### config.mk
export PLATFORM = sky130hd
export DESIGN_NAME = cwap_ctrl
export DESIGN_NICKNAME = d
export VERILOG_FILES = /design/src/design/cwap_pkg.sv /design/src/design/cwap_ctrl.sv
export SDC_FILE = /design/constraint.sdc
export NUM_CORES = 1
export LEC_CHECK = 0
export ABC_CLOCK_PERIOD_IN_PS = 1300
export BUFFER_PORTS_ARGS = -buffer_cell sky130_fd_sc_hd__buf_2
export CORE_AREA = 2 2 39 41
export DETAILED_ROUTE_END_ITERATION = 7
export DIE_AREA = 0 0 41 43
export SYNTH_ARGS = -nofsm -noshare
export SYNTH_HDL_FRONTEND = slang
export SYNTH_SLANG_ARGS = --single-unit
### constraint.sdc
create_clock -name i_clk -period 1.3 [get_ports i_clk]
set_clock_uncertainty 0.2 [all_clocks]
set_input_delay 0.065 -clock i_clk [delete_from_list [all_inputs] [get_ports i_clk]]
set_output_delay 0.065 -clock i_clk [all_outputs]
set_load 0.02 [all_outputs]
### src/design/cwap_pkg.sv
// ----------------------------------------------------------------------------
// cwap_pkg
// Shared types and field widths for the channel window average and peak
// cost core.
// ----------------------------------------------------------------------------
package cwap_pkg;

    localparam int CH_W     = 6;
    localparam int SAMPLE_W = 16;
    localparam int SUM_W    = 20;
    localparam int PEAK_W   = 16;
    localparam int COST_W   = 22;
    localparam int MODE_W   = 2;
    localparam int IN_W     = 24;
    localparam int OUT_W    = 64;
    localparam int CFG_AW   = 3;

    // configuration register byte addresses
    localparam logic [CFG_AW-1:0] ADDR_RUN_MODE       = 3'd0;
    localparam logic [CFG_AW-1:0] ADDR_ACTIVE_CHANNEL = 3'd4;

    typedef enum logic [MODE_W-1:0] {
        RUN_STOP  = 2'd0,
        RUN_AVG   = 2'd1,
        RUN_PEAK  = 2'd2,
        RUN_SPARE = 2'd3
    } t_mode;

    typedef enum logic [2:0] {
        ST_IDLE,
        ST_CLEAR,
        ST_READ,
        ST_UPDATE,
        ST_SCAN,
        ST_FINISH,
        ST_DONE
    } t_state;

    typedef enum logic [1:0] {
        SEL_PORT,
        SEL_HOLD,
        SEL_SCAN
    } t_addr_sel;

    // controller to datapath
    typedef struct packed {
        logic      take;
        t_addr_sel addr_sel;
        logic      clr_step;
        logic      commit;
        logic      load_step;
        logic      scan_step;
        logic      load_cost;
    } t_cmd;

    // datapath to controller
    typedef struct packed {
        logic enter_avg;
        logic clr_last;
        logic cost_due;
        logic scan_last;
        logic out_free;
    } t_stat;

endpackage

### src/design/cwap_ctrl.sv
// ----------------------------------------------------------------------------
// cwap_ctrl
// Sequencer: accepts a transaction, runs the ring clear pass, the
// read-modify-write and the record-end cost scan.
// ----------------------------------------------------------------------------
module cwap_ctrl (
    input  logic          i_clk,
    input  logic          i_rst_n,
    input  logic          i_s_valid,
    output logic          o_s_ready,
    input  cwap_pkg::t_stat i_stat,
    output cwap_pkg::t_cmd  o_cmd
);
    import cwap_pkg::*;

    t_state r_state;
    t_state n_state;

    // state register
    always_ff @(posedge i_clk) begin
        if (!i_rst_n) begin
            r_state <= ST_IDLE;
        end else begin
            r_state <= n_state;
        end
    end

    // next state and commands
    always_comb begin
        n_state        = r_state;
        o_cmd          = '0;
        o_cmd.addr_sel = SEL_HOLD;
        o_s_ready      = 1'b0;
        unique case (r_state)
            ST_IDLE: begin
                o_s_ready      = 1'b1;
                o_cmd.addr_sel = SEL_PORT;
                if (i_s_valid) begin
                    o_cmd.take = 1'b1;
                    n_state    = i_stat.enter_avg ? ST_CLEAR : ST_UPDATE;
                end
            end
            ST_CLEAR: begin
                o_cmd.clr_step = 1'b1;
                if (i_stat.clr_last) begin
                    n_state = ST_READ;
                end
            end
            ST_READ: begin
                n_state = ST_UPDATE;
            end
            ST_UPDATE: begin
                if (i_stat.out_free) begin
                    o_cmd.commit = 1'b1;
                    if (i_stat.cost_due) begin
                        n_state = ST_SCAN;
                    end else begin
                        o_cmd.load_step = 1'b1;
                        n_state         = ST_IDLE;
                    end
                end
            end
            ST_SCAN: begin
                o_cmd.addr_sel  = SEL_SCAN;
                o_cmd.scan_step = 1'b1;
                if (i_stat.scan_last) begin
                    n_state = ST_FINISH;
                end
            end
            ST_FINISH: begin
                n_state = ST_DONE;
            end
            ST_DONE: begin
                if (i_stat.out_free) begin
                    o_cmd.load_cost = 1'b1;
                    n_state         = ST_IDLE;
                end
            end
            default: begin
                n_state = ST_IDLE;
            end
        endcase
    end

    // a taken transaction always blocks the input in the next cycle
    a_take_blocks: assert property (@(posedge i_clk) disable iff (!i_rst_n)
        o_cmd.take |=> !o_s_ready)
        else $error("input ready right after a take");

    // clear pass and write back never overlap
    a_clr_commit: assert property (@(posedge i_clk) disable iff (!i_rst_n)
        !(o_cmd.clr_step && o_cmd.commit))
        else $error("clear step and commit together");

    // the cost scan is only entered from a commit
    a_scan_entry: assert property (@(posedge i_clk) disable iff (!i_rst_n)
        $rose(r_state == ST_SCAN) |-> $past(o_cmd.commit))
        else $error("scan entered without commit");

endmodule

==> summary.md <==
| Metric | Value |
|---|---|
| Num CTS Buffers | `3` |
| Post-Syn Area per Cell | `around 6.9 sq um` |
| Synth Area in Simple Gates | `between 30% and 40%` |
| CTS tree | `built` |
| Critical-path cell list | `or2_4, nor2_4, and2_4, buf_6` |
| Mux share of post-synthesis cell area | `3.29%` |
| Most common cell in the netlist | `nand2_1` |
| Unrepaired setup endpoints after global routing | `true` |
| EDFF count, synth | `0` |
| Synth top area share | `19.8%` |
| Fillers | `around 130` |
| Violated checks | `negative setup slack` |
| Ys async rst share | `0%` |
| WS Path Type | `reg -> out` |
| Final setup viols | `10` |
| Hold path startpoint | `i_stat[4]` |
| Max-slew violations | `0` |
| Status | `finished with violations` |
| Post-Synthesis Cells | `44` |
| Yosys Warn Count | `0` |
| Clock transition at the registers of the reported paths | `0.04 ns` |
| Biggest register | `r_state` |
| Multi-input logic area | `265 sq um` |
| Max reg flops | `3` |
| Gr usage total | `11.8%` |
| Max frequency | `679 MHz` |
| Global route overflow | `0` |
| Core area | `1380 sq um` |
| Crit. End Element | `output pin` |
| Fin crit share | `113%` |
| Final worst slack | `-0.173 ns` |
| Worst R2R End | `r_state[1]` |
| Hpwl dp | `679 um` |
| R2R Setup Slk | `-0.14 ns` |
| IO Count | `17` |
| GPL Wtd Cong | `0.836` |
| Synth area leader | `dfxtp_1` |
| Share of layout cells above drive strength 1 | `64.4%` |
| Layout Utilization | `44.6%` |
| Synth area leaders | `dfxtp_1, buf_4, nand2_1` |
| First-pass GRT wire length | `1.48 mm` |
| CP max-delay cell | `dfxtp_4` |
| Max incr delay on CP | `~0.37 ns` |
| Reg2reg start | `r_state[1]` |
| Max-capacitance violation count | `0` |
| Final Hold Vio Count | `0` |
| # clock sinks | `3` |
| Largest net degree at the start of global routing | `9` |
| Post-Synth Adder-Cell Area | `0%` |
| #FFs+latches synth | `3` |
| Initial drt markers | `13` |
| Worst Hold Path EP | `r_state[1]` |
| Post-route ant nets | `0` |
| Total number of vias | `~440` |
| Clk root buf | `clkbuf_4` |
| Syn nets | `52` |
| Top flop regs | `r_state: 3 flops` |
| Clk buf depth | `2` |
| VDD IR max | `0.740 mV` |
| Mapped cell area | `roughly 300 sq um` |
| Synth unique cells | `25` |
| Die H | `~43 um` |
| Die area | `about 1800 sq um` |
| Worst Hold Depth | `4` |
| Vias in the first global route | `383` |
| PD cells | `2460 nW/um^2` |
| Drt drc | `0` |
| Req. time, crit path | `1.03 ns` |
| Clk_lat worst skew | `0.23 ns` |
| Worst path arrival time | `1.21 ns` |
| Starting density of the core | `22.0%` |
| Largest family of logic cells by synthesized area | `simple AND/OR/NAND/NOR gates` |
| Complex-gate fraction of the synthesized area | `28.4%` |
| H-tree depth | `1` |
| DP Worst Slack | `-0.165 ns` |
| Initial DRT Pass Iterations | `4` |
| Post-route minimum period | `around 1.5 ns` |
| Top cells by count, synth | `nand2_1, nor2_1, buf_4, dfxtp_1, nor3_1` |
| P&R area growth vs syn | `103%` |
| Seq/Total Area, Yosys | `19.8%` |
| Critical path launch point type | `flop` |
| Core Rows | `14` |
| DR vias/cell | `4.99` |
| Die width | `41 um` |
| Hold Crit Class | `in -> reg` |
| Port buffer count | `16` |
| R2R depth | `4` |
| Leak | `0.273 nW` |
| Ys flop type | `dfxtp_1` |
| Synth Area in XOR/XNOR | `0%` |
| WL per Instance | `11.4 um` |
| Slew @ Worst Pin | `0.263 ns` |
| Slew HR | `82.3%` |
| FF/Latch Area | `71.3 sq um` |
| Final WL | `1.01 mm` |
| Initial antenna violation count | `0` |
| Crit Path Max Fanout | `8` |
| N_diodes | `0` |
| Nets | `82` |
## stage by stage
stage | hold slack (ns) | cell area (sq um) | std cells | total power, mW | TNS [ns]
finish | 0.0347 | 617 | 89 | 1.52 | -0.680
global route | 0.0605 | 617 | 89 | 1.60 | -1.13
CTS | 0.0384 | 606 | 89 | 1.48 | -0.692
detailed placement | 0.117 | 455 | 80 | 1.07 | -0.210
global placement | 0.113 | 455 | 80 | 1.05 | -0.110
floorplan | -0.0187 | 337 | 44 | 0.843 | -0.198
## power by group
part / internal [mW] / switching [mW] / total (mW)
Sequential: 0.159 / 0.0948 / 0.254
Clock: 0.115 / 0.0516 / 0.167
Combinational: 0.554 / 0.540 / 1.09
Total: 0.828 / 0.687 / 1.52
## metal layers
| layer | share of wire (%) | vias up | GRT usage, % | wire, um |
|---|---|---|---|---|
| met5 | 0 | - | 0 | 0 |
| met4 | 3.1 | 0 | 6.67 | 31 |
| met3 | 4.9 | 7 | 0 | 50 |
| met2 | 55 | 19 | 21.6 | 556 |
| met1 | 37 | 206 | 12.5 | 373 |
| li1 | - | 212 | - | - |
## cell usage in the layout, fill, tap and decap left out, drive strengths merged
master,instances
a211oi,2
a21oi,2
a221oi,1
a31oi,2
and2,1
buf,27
clkbuf,4
dfxtp,3
dlygate4sd3,2
inv,3
mux2i,1
nand2,6
nand2b,1
nand3,1
nor2,5
nor2b,1
nor3,3
nor4,1
nor4bb,1
o21a,1
o21ai,3
o22ai,1
or2,1
## cells by family (layout without fill, tap and decap cells)
kind of cell	count (synthesis)	after routing
AO/OA/AOI/OAI	12	12
buffers and inverters	7	36
flip-flops	3	3
multiplexers	1	1
AND/OR/NAND/NOR	21	21
## worst max-delay path, delay by kind of cell (launching register included)
kind | cells | cell delay [ns]
and+or+nand+nor | 3 | 0.50
DFF | 1 | 0.37
buffers and inverters | 1 | 0.11
## how the worst max path moves through the flow
| stage | from | to | depth (start not counted) |
|---|---|---|---|
| 3_3_place_gp | r_state[1] | r_state[1] | 4 |
| 5_1_grt | r_state[0] | o_cmd[7] | 4 |
| 6_report | r_state[1] | o_cmd[7] | 4 |
| 4_1_cts | r_state[0] | o_cmd[7] | 4 |
| 2_1_floorplan | r_state[1] | o_cmd[7] | 4 |
| 3_5_place_dp | r_state[1] | r_state[1] | 4 |
## area by class of cell
| cell class | instances | share of cell area, % |
|---|---|---|
| Clock buffer | 4 | 4.26 |
| Sequential cell | 3 | 11.6 |
| Inverter | 3 | 1.83 |
| Tap cell | 16 | 3.25 |
| Timing Repair Buffer | 29 | 36.1 |
| Multi-Input combinational cell | 34 | 43.0 |
## timing repair
item | CTS | global route
buffers inserted | 3 | 0
hold buffers | 2 | 0
endpoints found under the setup margin | 11 | 12
pin swaps | 5 | 3
endpoints found under the hold margin | 3 | 0
resized for setup | 26 | 3
(Power assumes the default switching activity.)
